## src/hw/rtl/esp_pkg.sv

```systemverilog
`timescale 1ns / 1ps
// ----------------------------------------------------------------------------
// esp_pkg: shared definitions for the encoder speed PID / PWM unit
// Sequencer steps, control struct, register indexes and datapath widths.
// ----------------------------------------------------------------------------
package esp_pkg;

  // Shared multiplier operand and product widths.
  localparam int unsigned MulAW = 33;
  localparam int unsigned MulBW = 18;
  localparam int unsigned MulPW = MulAW + MulBW;

  // Configuration port widths.
  localparam int unsigned CfgIdxW  = 3;
  localparam int unsigned CfgDataW = 31;

  // Register indexes on the configuration port.
  localparam logic [CfgIdxW-1:0] RegPropGain  = 3'd0;
  localparam logic [CfgIdxW-1:0] RegIntegGain = 3'd1;
  localparam logic [CfgIdxW-1:0] RegDerivGain = 3'd2;
  localparam logic [CfgIdxW-1:0] RegIntegLim  = 3'd3;
  localparam logic [CfgIdxW-1:0] RegSamplePer = 3'd4;
  localparam logic [CfgIdxW-1:0] RegCntScale  = 3'd5;
  localparam logic [CfgIdxW-1:0] RegPwmPeriod = 3'd6;
  localparam logic [CfgIdxW-1:0] RegRevDir    = 3'd7;

  // Sequencer steps of a control tick, in order.
  typedef enum logic [3:0] {
    StIdle,
    StSpeed,
    StError,
    StInc,
    StInteg,
    StPTerm,
    StITerm,
    StDTerm,
    StClamp,
    StCmp,
    StDone
  } step_e;

  // Control from the sequencer to the datapath.
  typedef struct packed {
    step_e step;
    logic  accept;
    logic  finish;
  } ctrl_t;

endpackage

```

## src/hw/rtl/esp_mul.sv

```systemverilog
`timescale 1ns / 1ps
// ----------------------------------------------------------------------------
// esp_mul: shared signed multiplier with a registered product
// One 33 x 18 signed product per enabled cycle; the product holds otherwise.
// ----------------------------------------------------------------------------
module esp_mul (
  input  logic                              clk_i,
  input  logic                              en_i,
  input  logic signed [esp_pkg::MulAW-1:0]  a_i,
  input  logic signed [esp_pkg::MulBW-1:0]  b_i,
  output logic signed [esp_pkg::MulPW-1:0]  p_o
);

  logic signed [esp_pkg::MulPW-1:0] prod_q;

  // Product register, loaded only on steps that issue a multiply.
  always_ff @(posedge clk_i) begin
    if (en_i) begin
      prod_q <= a_i * b_i;
    end
  end

  assign p_o = prod_q;

endmodule

```

## src/hw/rtl/esp_seq.sv

```systemverilog
`timescale 1ns / 1ps
// ----------------------------------------------------------------------------
// esp_seq: control tick sequencer
// Walks one accepted beat through the multiply, error, integral and clamp steps.
// ----------------------------------------------------------------------------
module esp_seq (
  input  logic           clk_i,
  input  logic           rst_ni,
  input  logic           in_valid_i,
  input  logic           out_busy_i,
  output esp_pkg::ctrl_t ctrl_o
);

  esp_pkg::step_e step_q, step_d;

  // State register.
  always_ff @(posedge clk_i or negedge rst_ni) begin
    if (!rst_ni) begin
      step_q <= esp_pkg::StIdle;
    end else begin
      step_q <= step_d;
    end
  end

  // Next step and strobes.
  always_comb begin
    step_d        = step_q;
    ctrl_o.step   = step_q;
    ctrl_o.accept = 1'b0;
    ctrl_o.finish = 1'b0;
    unique case (step_q)
      esp_pkg::StIdle: begin
        ctrl_o.accept = in_valid_i;
        if (in_valid_i) step_d = esp_pkg::StSpeed;
      end
      esp_pkg::StSpeed: step_d = esp_pkg::StError;
      esp_pkg::StError: step_d = esp_pkg::StInc;
      esp_pkg::StInc:   step_d = esp_pkg::StInteg;
      esp_pkg::StInteg: step_d = esp_pkg::StPTerm;
      esp_pkg::StPTerm: step_d = esp_pkg::StITerm;
      esp_pkg::StITerm: step_d = esp_pkg::StDTerm;
      esp_pkg::StDTerm: step_d = esp_pkg::StClamp;
      esp_pkg::StClamp: step_d = esp_pkg::StCmp;
      esp_pkg::StCmp:   step_d = esp_pkg::StDone;
      esp_pkg::StDone: begin
        // Wait here until the output register is free.
        ctrl_o.finish = !out_busy_i;
        if (!out_busy_i) step_d = esp_pkg::StIdle;
      end
      default: step_d = esp_pkg::StIdle;
    endcase
  end

endmodule

```

## src/hw/rtl/encoder_speed_pid_pwm_unit.sv

```systemverilog
`timescale 1ns / 1ps
// ----------------------------------------------------------------------------
// encoder_speed_pid_pwm_unit: speed PID controller with PWM output
// Encoder count to speed, PID with clamped integral, PWM compare and direction.
// ----------------------------------------------------------------------------
// Each control tick is one input beat and gives one output beat. A beat is
// accepted only while the unit is idle, and the unit takes the next beat
// once it is back at idle after the result is ready. A tick makes six
// passes through the single shared 33 x 18 multiplier (speed, integral
// increment, three gain terms and the PWM scaling) plus the error, integral
// clamp and drive clamp steps. The result sits in an output register, so a
// new tick can be accepted while it waits; a tick that finishes while the
// previous result is still untaken waits in its last step. Configuration
// writes take effect on the next cycle.
// ----------------------------------------------------------------------------
module encoder_speed_pid_pwm_unit (
  input  logic                           clk_i,
  input  logic                           rst_ni,
  // Configuration write port
  input  logic                           cfg_we_i,
  input  logic [esp_pkg::CfgIdxW-1:0]    cfg_idx_i,
  input  logic [esp_pkg::CfgDataW-1:0]   cfg_data_i,
  // Input channel
  input  logic                           in_valid_i,
  output logic                           in_ready_o,
  input  logic signed [15:0]             encoder_count_i,
  input  logic                           negate_count_i,
  input  logic signed [15:0]             target_speed_i,
  // Output channel
  output logic                           out_valid_o,
  input  logic                           out_ready_i,
  output logic [15:0]                    pwm_compare_o,
  output logic                           direction_level_o,
  output logic signed [15:0]             measured_speed_o
);

  localparam logic signed [esp_pkg::MulPW-1:0] SpeedMax = 51'sd32767;
  localparam logic signed [esp_pkg::MulPW-1:0] SpeedMin = -51'sd32768;
  localparam logic signed [48:0]               UOne     = 49'sd1048576;

  // Configuration registers.
  logic signed [15:0] prop_gain_q, integ_gain_q, deriv_gain_q;
  logic [30:0]        integ_lim_q;
  logic [15:0]        sample_per_q, cnt_scale_q, pwm_period_q;
  logic               rev_dir_q;

  always_ff @(posedge clk_i or negedge rst_ni) begin
    if (!rst_ni) begin
      prop_gain_q  <= '0;
      integ_gain_q <= '0;
      deriv_gain_q <= '0;
      integ_lim_q  <= 31'h7FFF_FFFF;
      sample_per_q <= '0;
      cnt_scale_q  <= '0;
      pwm_period_q <= '0;
      rev_dir_q    <= 1'b1;
    end else if (cfg_we_i) begin
      unique case (cfg_idx_i)
        esp_pkg::RegPropGain:  prop_gain_q  <= cfg_data_i[15:0];
        esp_pkg::RegIntegGain: integ_gain_q <= cfg_data_i[15:0];
        esp_pkg::RegDerivGain: deriv_gain_q <= cfg_data_i[15:0];
        esp_pkg::RegIntegLim:  integ_lim_q  <= cfg_data_i[30:0];
        esp_pkg::RegSamplePer: sample_per_q <= cfg_data_i[15:0];
        esp_pkg::RegCntScale:  cnt_scale_q  <= cfg_data_i[15:0];
        esp_pkg::RegPwmPeriod: pwm_period_q <= cfg_data_i[15:0];
        esp_pkg::RegRevDir:    rev_dir_q    <= cfg_data_i[0];
        default: ;
      endcase
    end
  end

  // Sequencer.
  esp_pkg::ctrl_t ctrl;
  logic           out_valid_q;
  logic           out_busy;

  assign out_busy = out_valid_q && !out_ready_i;

  esp_seq u_seq (
    .clk_i      (clk_i),
    .rst_ni     (rst_ni),
    .in_valid_i (in_valid_i),
    .out_busy_i (out_busy),
    .ctrl_o     (ctrl)
  );

  assign in_ready_o = (ctrl.step == esp_pkg::StIdle);

  // Working registers of one tick.
  logic signed [16:0] count_q;
  logic signed [15:0] target_q;
  logic signed [15:0] speed_q;
  logic signed [16:0] error_q;
  logic signed [17:0] diff_q;
  logic signed [48:0] acc_q;
  logic [20:0]        mag_q;
  logic               u_pos_q, u_neg_q;

  // Controller state.
  logic signed [31:0] integ_q;
  logic signed [16:0] prev_err_q;
  logic               held_dir_q;

  // Shared multiplier and its operand select.
  logic signed [esp_pkg::MulAW-1:0] mul_a;
  logic signed [esp_pkg::MulBW-1:0] mul_b;
  logic signed [esp_pkg::MulPW-1:0] prod;
  logic                             mul_en;

  always_comb begin
    mul_en = 1'b1;
    mul_a  = '0;
    mul_b  = '0;
    unique case (ctrl.step)
      esp_pkg::StSpeed: begin
        mul_a = {{16{count_q[16]}}, count_q};
        mul_b = {2'b00, cnt_scale_q};
      end
      esp_pkg::StInc: begin
        mul_a = {{16{error_q[16]}}, error_q};
        mul_b = {2'b00, sample_per_q};
      end
      esp_pkg::StPTerm: begin
        mul_a = {{16{error_q[16]}}, error_q};
        mul_b = {{2{prop_gain_q[15]}}, prop_gain_q};
      end
      esp_pkg::StITerm: begin
        mul_a = {integ_q[31], integ_q};
        mul_b = {{2{integ_gain_q[15]}}, integ_gain_q};
      end
      esp_pkg::StDTerm: begin
        mul_a = {{15{diff_q[17]}}, diff_q};
        mul_b = {{2{deriv_gain_q[15]}}, deriv_gain_q};
      end
      esp_pkg::StCmp: begin
        mul_a = {12'd0, mag_q};
        mul_b = {2'b00, pwm_period_q};
      end
      default: mul_en = 1'b0;
    endcase
  end

  esp_mul u_mul (
    .clk_i (clk_i),
    .en_i  (mul_en),
    .a_i   (mul_a),
    .b_i   (mul_b),
    .p_o   (prod)
  );

  // Speed saturation, error and error difference.
  logic signed [16:0] cnt_ext;
  logic signed [15:0] speed_sat;
  logic signed [16:0] error_d;
  logic signed [17:0] diff_d;

  assign cnt_ext = {encoder_count_i[15], encoder_count_i};

  always_comb begin
    if (prod > SpeedMax) begin
      speed_sat = 16'sh7FFF;
    end else if (prod < SpeedMin) begin
      speed_sat = -16'sh8000;
    end else begin
      speed_sat = prod[15:0];
    end
  end

  assign error_d = {target_q[15], target_q} - {speed_sat[15], speed_sat};
  assign diff_d  = {error_d[16], error_d} - {prev_err_q[16], prev_err_q};

  // Integral update: the increment is the product floored by 2^16.
  logic signed [17:0] inc;
  logic signed [32:0] sum33, lim33, integ_d;

  assign inc   = prod[33:16];
  assign sum33 = {integ_q[31], integ_q} + {{15{inc[17]}}, inc};
  assign lim33 = {2'b00, integ_lim_q};

  always_comb begin
    if (sum33 > lim33) begin
      integ_d = lim33;
    end else if (sum33 < -lim33) begin
      integ_d = -lim33;
    end else begin
      integ_d = sum33;
    end
  end

  // Drive clamp to plus or minus one in Q.20 and its magnitude.
  logic signed [48:0] usum, uneg;
  logic [20:0]        mag_d;

  assign usum = acc_q + prod[48:0];
  assign uneg = -usum;

  always_comb begin
    if (usum > UOne || usum < -UOne) begin
      mag_d = UOne[20:0];
    end else if (usum < 0) begin
      mag_d = uneg[20:0];
    end else begin
      mag_d = usum[20:0];
    end
  end

  // Datapath registers stepped by the sequencer.
  always_ff @(posedge clk_i) begin
    unique case (ctrl.step)
      esp_pkg::StIdle: begin
        if (ctrl.accept) begin
          count_q  <= negate_count_i ? -cnt_ext : cnt_ext;
          target_q <= target_speed_i;
        end
      end
      esp_pkg::StError: begin
        speed_q <= speed_sat;
        error_q <= error_d;
        diff_q  <= diff_d;
      end
      esp_pkg::StITerm: acc_q <= prod[48:0];
      esp_pkg::StDTerm: acc_q <= acc_q + prod[48:0];
      esp_pkg::StClamp: begin
        mag_q   <= mag_d;
        u_pos_q <= (usum > 0);
        u_neg_q <= (usum < 0);
      end
      default: ;
    endcase
  end

  // Controller state across ticks.
  always_ff @(posedge clk_i or negedge rst_ni) begin
    if (!rst_ni) begin
      integ_q    <= '0;
      prev_err_q <= '0;
      held_dir_q <= 1'b0;
    end else begin
      if (ctrl.step == esp_pkg::StError) prev_err_q <= error_d;
      if (ctrl.step == esp_pkg::StInteg) integ_q <= integ_d[31:0];
      if (ctrl.finish) begin
        if (u_pos_q) begin
          held_dir_q <= !rev_dir_q;
        end else if (u_neg_q) begin
          held_dir_q <= rev_dir_q;
        end
      end
    end
  end

  // Output register.
  logic [15:0]        out_cmp_q;
  logic signed [15:0] out_speed_q;

  always_ff @(posedge clk_i or negedge rst_ni) begin
    if (!rst_ni) begin
      out_valid_q <= 1'b0;
    end else if (ctrl.finish) begin
      out_valid_q <= 1'b1;
    end else if (out_ready_i) begin
      out_valid_q <= 1'b0;
    end
  end

  always_ff @(posedge clk_i) begin
    if (ctrl.finish) begin
      out_cmp_q   <= (u_pos_q || u_neg_q) ? prod[35:20] : 16'd0;
      out_speed_q <= speed_q;
    end
  end

  assign out_valid_o       = out_valid_q;
  assign pwm_compare_o     = out_cmp_q;
  assign direction_level_o = held_dir_q;
  assign measured_speed_o  = out_speed_q;

endmodule

```

## config.mk

```make
export PLATFORM = sky130hd
export DESIGN_NAME = encoder_speed_pid_pwm_unit
export DESIGN_NICKNAME = d
export VERILOG_FILES = /design/src/hw/rtl/esp_pkg.sv /design/src/hw/rtl/esp_mul.sv /design/src/hw/rtl/esp_seq.sv /design/src/hw/rtl/encoder_speed_pid_pwm_unit.sv
export SDC_FILE = /design/constraint.sdc
export NUM_CORES = 2
export LEC_CHECK = 0
export BUFFER_PORTS_ARGS = -buffer_cell sky130_fd_sc_hd__buf_4
export CORE_ASPECT_RATIO = 1.2
export CORE_MARGIN = 4
export CORE_UTILIZATION = 66
export CTS_CLUSTER_SIZE = 28
export DETAILED_ROUTE_END_ITERATION = 12
export PLACE_DENSITY = 0.83
export REMOVE_ABC_BUFFERS = 1
export SLEW_MARGIN = 0
export SYNTH_ARGS = -nofsm -noshare
export SYNTH_HDL_FRONTEND = slang
export SYNTH_HIERARCHICAL = 1
export SYNTH_SLANG_ARGS = --single-unit
export TNS_END_PERCENT = 30
```

## constraint.sdc

```tcl
create_clock -name clk_i -period 9.4 [get_ports clk_i]
set_input_delay 0.94 -clock clk_i [delete_from_list [all_inputs] [get_ports clk_i]]
set_output_delay 0.94 -clock clk_i [all_outputs]
set_load 0.05 [all_outputs]
```

Word level (Yosys, flattened, before mapping). Cells that the tools add are included.

Output and inout bits: 35. Word-level logic and storage cells: 103. Latch bits: 0. Bits in read-only memories: 0. Memories: 0. Input port bits: 72. Bits in writable memories: 0. Bits in registers: 422.

Mux-type cells: 19. Bitwise gates (word level): 0. Multipliers: 1. Divide/modulo/power cells: 0. Equality and inequality tests: 19. Magnitude comparators: 8. Add/subtract/negate cells: 7. Shift operators: 0. Reduce and logical (&&, ||, !) cells: 24.

Operators with widths (count): $pmux 33 s5 (1); $pmux 18 s6 (1); $pmux 49 s2 (1); $mux 32 (2); $gt 51x16->1 const B (1); $lt 51x16->1 const B (1); $mul 33x18->51 (1); $add 49x49->49 (1); $gt 49x1->1 const B (1); $gt 49x22->1 const B (1); $lt 49x1->1 const B (1); $lt 49x21->1 const B (1); $pmux 4 s11 (1); $add 32x18->33 (1); $gt 33x32->1 (1); $lt 33x33->1 (1); $neg 31->33 (1); $mux 16 (2); $reduce_and 2->1 (11); $mux 21 (1); $neg 21->21 (1); $sub 17x17->18 (1); $mux 17 (1); $neg 16->17 (1); other kinds (19) (42).

Depth between registers and ports, before layout.
Word-level depth: 5. Mapped depth: 33. Mapped depth without buffers: 29.

Cells and area by module. Netlist, hierarchy kept.

Modules (own cells, without submodules): encoder_speed_pid_pwm_unit (cells an instance 2492, seq. area each 10164.7 um2, area each 24357.1 um2, times used 1); esp_mul (cells an instance 2380, seq. area each 1531.5 um2, area each 22077.4 um2, times used 1); esp_seq (cells an instance 22, seq. area each 100.1 um2, area each 210.2 um2, times used 1).

Least setup slack after synthesis. Ideal clock, no wire load.

Path type: flip-flop to flip-flop. Start point: register u_seq.step_q[1]. End point: register u_mul.prod_q, in the netlist u_mul/p_o[48], data pin. Data required time: 9.220 ns. Setup time: 0.180 ns. Slack: 1.176 ns. Arrival: 8.044 ns. Path buffers: 6. Stages on the path, launching flop included: 33. Clock period less this slack: 8.224 ns. Path through: dfrtp_1 > clkbuf_1 > nand2b_1 > nor2_1 > or2_2 > clkbuf_1 > a22o_1 > a21o_1 > buf_1 > a21o_1 > clkbuf_1 > clkbuf_1 > nand2_1 > fa_1 > inv_1 > fa_1 > inv_1 > fa_1 > inv_1 > fa_1 > fa_1 > inv_1 > fa_1 > inv_1 > ha_1 > buf_4 > a21o_1 > a221o_1 > a21o_1 > a31oi_1 > a211oi_2 > or2_1 > o311ai_1.

Cells in the longest elaborated chain, start to end: 4. Elaborated cells on any way between the ends: 10. Those cells by class: mul: 1; eq/ne: 6; mux: 2; reduce/logical: 1.

Ends and longest elaborated chain: start: declaration (line esp_seq.sv:14) `esp_pkg::step_e step_q, step_d;`; start signal: assignment (line esp_seq.sv:19) `step_q <= esp_pkg::StIdle;`; start signal: assignment (line esp_seq.sv:21) `step_q <= step_d;`; $eq 4x2->1 / $eq 4x3->1 (equally long branches) (line encoder_speed_pid_pwm_unit.sv:114) `unique case (ctrl.step)`; $reduce_or 2->1 (no line); $pmux 33 s5 (*) (line encoder_speed_pid_pwm_unit.sv:114); net mul_a, one bit (line encoder_speed_pid_pwm_unit.sv:105) `logic signed [esp_pkg::MulAW-1:0] mul_a;`; $mul 33x18->51 (*) (line esp_mul.sv:19) `prod_q <= a_i * b_i;`; end signal: assignment (line esp_mul.sv:19); end: declaration (line esp_mul.sv:14) `logic signed [esp_pkg::MulPW-1:0] prod_q;`.

Mark *: on every way through the listed nets, which the timed path passes. The rest lies on a longest branch. A chain may end at the register's enable or synchronous reset.

Final worst setup path.
Start point: register u_seq.step_q[1]. End point: register u_mul.prod_q, in the netlist u_mul/p_o[36], data pin.

The elaborated chain is that of the path after synthesis.

==> summary.md <==
| Metric | Value |
|---|---|
| Post-synth top area cell | `fa_1` |
| DRT Pass-1 Iters | `10` |
| Sequential area share after synthesis | `about 25%` |
| Unrepaired setup endpoints after global routing | `no` |
| Synth area leaders | `fa_1, edfxtp_1, dfrtp_1` |
| Clk pin slew, worst setup/hold paths | `about 0.060 ns` |
| Routed WL per cell | `roughly 23 um` |
| Layout cells sized above 1 | `a little over a tenth` |
| Fill count | `5008` |
| Global-route wire length before repair | `approximately 210 mm` |
| CP Data Required Time | `9.73 ns` |
| Synthesized instance count | `4894` |
| Detail Route Antenna Nets | `0` |
| P&R area growth vs syn | `7.32%` |
| Slew @ Worst Pin | `1.37 ns` |
| H-tree Lvls | `2` |
| Drt first-iter violations | `3600` |
| Initial antenna violation count | `4` |
| CTS Sinks | `422` |
| Layout Nets | `around 5900` |
| Drt drc | `0` |
| Vias in the first global route | `about 39000` |
| Placer congestion estimate | `slightly below 1` |
| Setup Skew | `0.0385 ns` |
| Routed wire length | `between 100 and 150 mm` |
| CTS max path bufs | `3` |
| Final Hold Fails | `0` |
| Number of core rows | `around 110` |
| Via count | `between 30000 and 40000` |
| Tcrit/Tclk final | `96.5%` |
| Crit path max fanout | `18` |
| Die ar. | `between 70000 and 80000 um2` |
| Setup bufs post-CTS | `0` |
| DPL Wire Length | `between 100 and 150 mm` |
| Core area | `about 70000 um2` |
| IO Pins | `approximately 110` |
| Routed vias/inst | `about 6.3` |
| Final setup viols | `0` |
| Outcome | `completed` |
| Reg2Reg Depth | `26` |
| Global route total overflow | `0` |
| Hold Path Cell Cnt | `0` |
| Rel. slew slack | `just under 9%` |
| Syn. warnings | `6` |
| Resize count post-CTS | `0` |
| CP Launch Type | `register` |
| Main synth FF type | `edfxtp_1` |
| Ys async rst share | `between 40% and 50%` |
| Final Max Tran Viols | `0` |
| Chip Width | `around 250 um` |
| CP Capture Type | `register` |
| Non-Filler Instances | `just under 6000` |
| GRT Overall Usage | `about 35%` |
| Cts hold-fix bufs | `0` |
| CTS Buf Count | `44` |
| Starting Density | `66.7%` |
| Clk_lat worst skew | `slightly above 0.6 ns` |
| Flops & latches, synth | `roughly 420` |
| Die Height | `299 um` |
| R2r setup slk | `between 0.3 and 0.4 ns` |
| Syn avg cell area | `between 9 and 10 um2` |
| WS Path Type | `reg -> reg` |
| Port Buffer Count | `106` |
| Fmax | `0.110 GHz` |
| Largest net degree at the start of global routing | `about 110` |
| CTS tree | `done` |
| Post-synth EDFFs | `around 240` |
| Mapped Area | `46600 um2` |
| Synth cell types | `approximately 110` |
| CTS Root Cell | `clkbuf_16` |
| Min cycle time layout | `a little over 9 ns` |
| MaxCap Viol Count | `0` |
| Post-synth top area share | `between 20 and 25%` |
| Worst hold path type | `reg -> reg` |
| Worst EP arrival | `9.40 ns` |
| Placed Cells incl. Taps | `slightly below 6000` |
[cells in the mapped netlist, drive strengths merged (48+ instances only)]
library cell,instances
xor2,50
edfxtp,239
nand2,691
nand3,60
o21ai,208
nor2,180
a21oi,207
dfrtp,151
ha,302
nor3,48
xnor2,142
a21o,78
mux2,137
nand4,59
fa,573
inv,758
and2,248
clkbuf,183
[sequential cells by signal, summed over array words and instances, names as in the netlist, 4 cells and up]
| name | cells |
|---|---|
| target_q | 16 |
| acc_q | 49 |
| deriv_gain_q | 16 |
| sample_per_q | 16 |
| mag_q | 21 |
| error_q | 17 |
| count_q | 17 |
| u_mul/p_o | 51 |
| measured_speed_o | 16 |
| diff_q | 18 |
| u_seq/step_q | 4 |
| integ_gain_q | 16 |
| speed_q | 16 |
| integ_q | 32 |
| integ_lim_q | 31 |
| prop_gain_q | 16 |
| prev_err_q | 17 |
| pwm_period_q | 16 |
| pwm_compare_o | 16 |
| cnt_scale_q | 16 |
[cell type report]
cell class                      instances  area (um2)  area share (%)
Antenna cell                            4        10.0          0.0200
Tap cell                              918        1150            2.29
Clock buffer                           54        1170            2.33
Timing Repair Buffer                  178        1340            2.68
Clock inverter                         28         357           0.712
Sequential cell                       422       11800            23.6
Multi-Input combinational cell       3499       31400            62.7
Inverter                              759        2850            5.69
[metrics by stage]
| step | TNS (ns) | util [%] | cell area, um2 | setup slack [ns] | hold WS, ns |
|---|---|---|---|---|---|
| finish | 0 | 71.6 | 50100 | 0.327 | 0.414 |
| global route | 0 | 71.6 | 50100 | 0.000465 | 0.422 |
| CTS | 0 | 71.6 | 50100 | 0.497 | 0.417 |
| detailed placement | 0 | 69.4 | 48500 | 0.569 | 0.405 |
| floorplan | -1.26 | - | 45800 | -0.313 | 0.400 |
| global placement | 0 | 69.4 | 48500 | 0.801 | 0.404 |
[cell families (layout without fill, tap and decap cells)]
family                     count (synthesis)  in the layout  synth area share, %
AOI/OAI and AO/OA                        813            813                 11.6
other                                      0              4                    0
buffers and inverters                    973           1019                 8.00
DFF                                      422            422                 25.3
and+or+nand+nor                         1459           1459                 15.0
xor gates and xnor gates                 192            192                 3.61
muxes                                    160            160                 3.80
adders and majority gates                875            875                 32.7
[routing by layer]
| metal | part of all wire, % | wire length [um] | GRT usage (%) | up-vias |
|---|---|---|---|---|
| li1 | - | - | - | 16200 |
| met4 | 7.0 | 9350 | 20.9 | 0 |
| met5 | 0 | 0 | 0 | - |
| met3 | 9.0 | 12000 | 6.91 | 585 |
| met2 | 49 | 64700 | 60.0 | 2001 |
| met1 | 35 | 46900 | 42.4 | 18300 |
[worst paths after layout]
check / from / endpoint
max: u_seq/step_q[1] / u_mul/p_o[36]
min: speed_q[8] / measured_speed_o[8]
max reg2reg: u_seq/step_q[1] / u_mul/p_o[36]
min reg2reg: speed_q[8] / measured_speed_o[8]
max in group asynchronous: rst_ni / sample_per_q[1]
min in group asynchronous: rst_ni / direction_level_o
[critical path, cell delays in order, from the launching register on]
cell and delay [ns]:
dfrtp_1 0.55, nand2b_1 0.29, nor3_2 0.18, buf_4 0.33
a22o_1 0.22, a21o_1 0.64, a221o_1 0.77, and2_1 0.25
fa_1 0.44, fa_1 0.51, inv_1 0.05, fa_1 0.50
fa_1 0.52, inv_1 0.05, fa_1 0.50, inv_1 0.06
fa_1 0.58, inv_1 0.05, ha_1 0.37, a21o_1 0.21
a21oi_1 0.18, o221ai_1 0.17, a221oi_1 0.30, o21ai_0 0.24
a311oi_1 0.47, o21ai_0 0.16, xor2_1 0.16
[cells in the final DEF (no fill, tap or decap), types with 25 or more instances in the layout]
cell type | synthesis | routed
a211oi_1 | 25 | 25
a21o_1 | 76 | 76
a21oi_1 | 197 | 197
and2_1 | 247 | 247
buf_4 | 5 | 177
clkbuf_16 | 0 | 44
dfrtp_1 | 151 | 150
dfstp_2 | 32 | 32
edfxtp_1 | 239 | 239
fa_1 | 573 | 573
ha_1 | 302 | 302
inv_1 | 758 | 756
mux2_2 | 137 | 137
nand2_1 | 691 | 689
nand2b_1 | 26 | 26
nand3_1 | 59 | 59
nand4_1 | 59 | 59
nor2_1 | 179 | 176
nor2b_1 | 38 | 38
nor3_1 | 45 | 40
o211ai_1 | 26 | 26
o21a_1 | 34 | 34
o21ai_0 | 201 | 200
xnor2_1 | 142 | 141
xor2_1 | 50 | 50
Power is left out: the tool's default activity adds up to more than one toggle a clock period on the data nets, which glitch-free logic cannot reach.
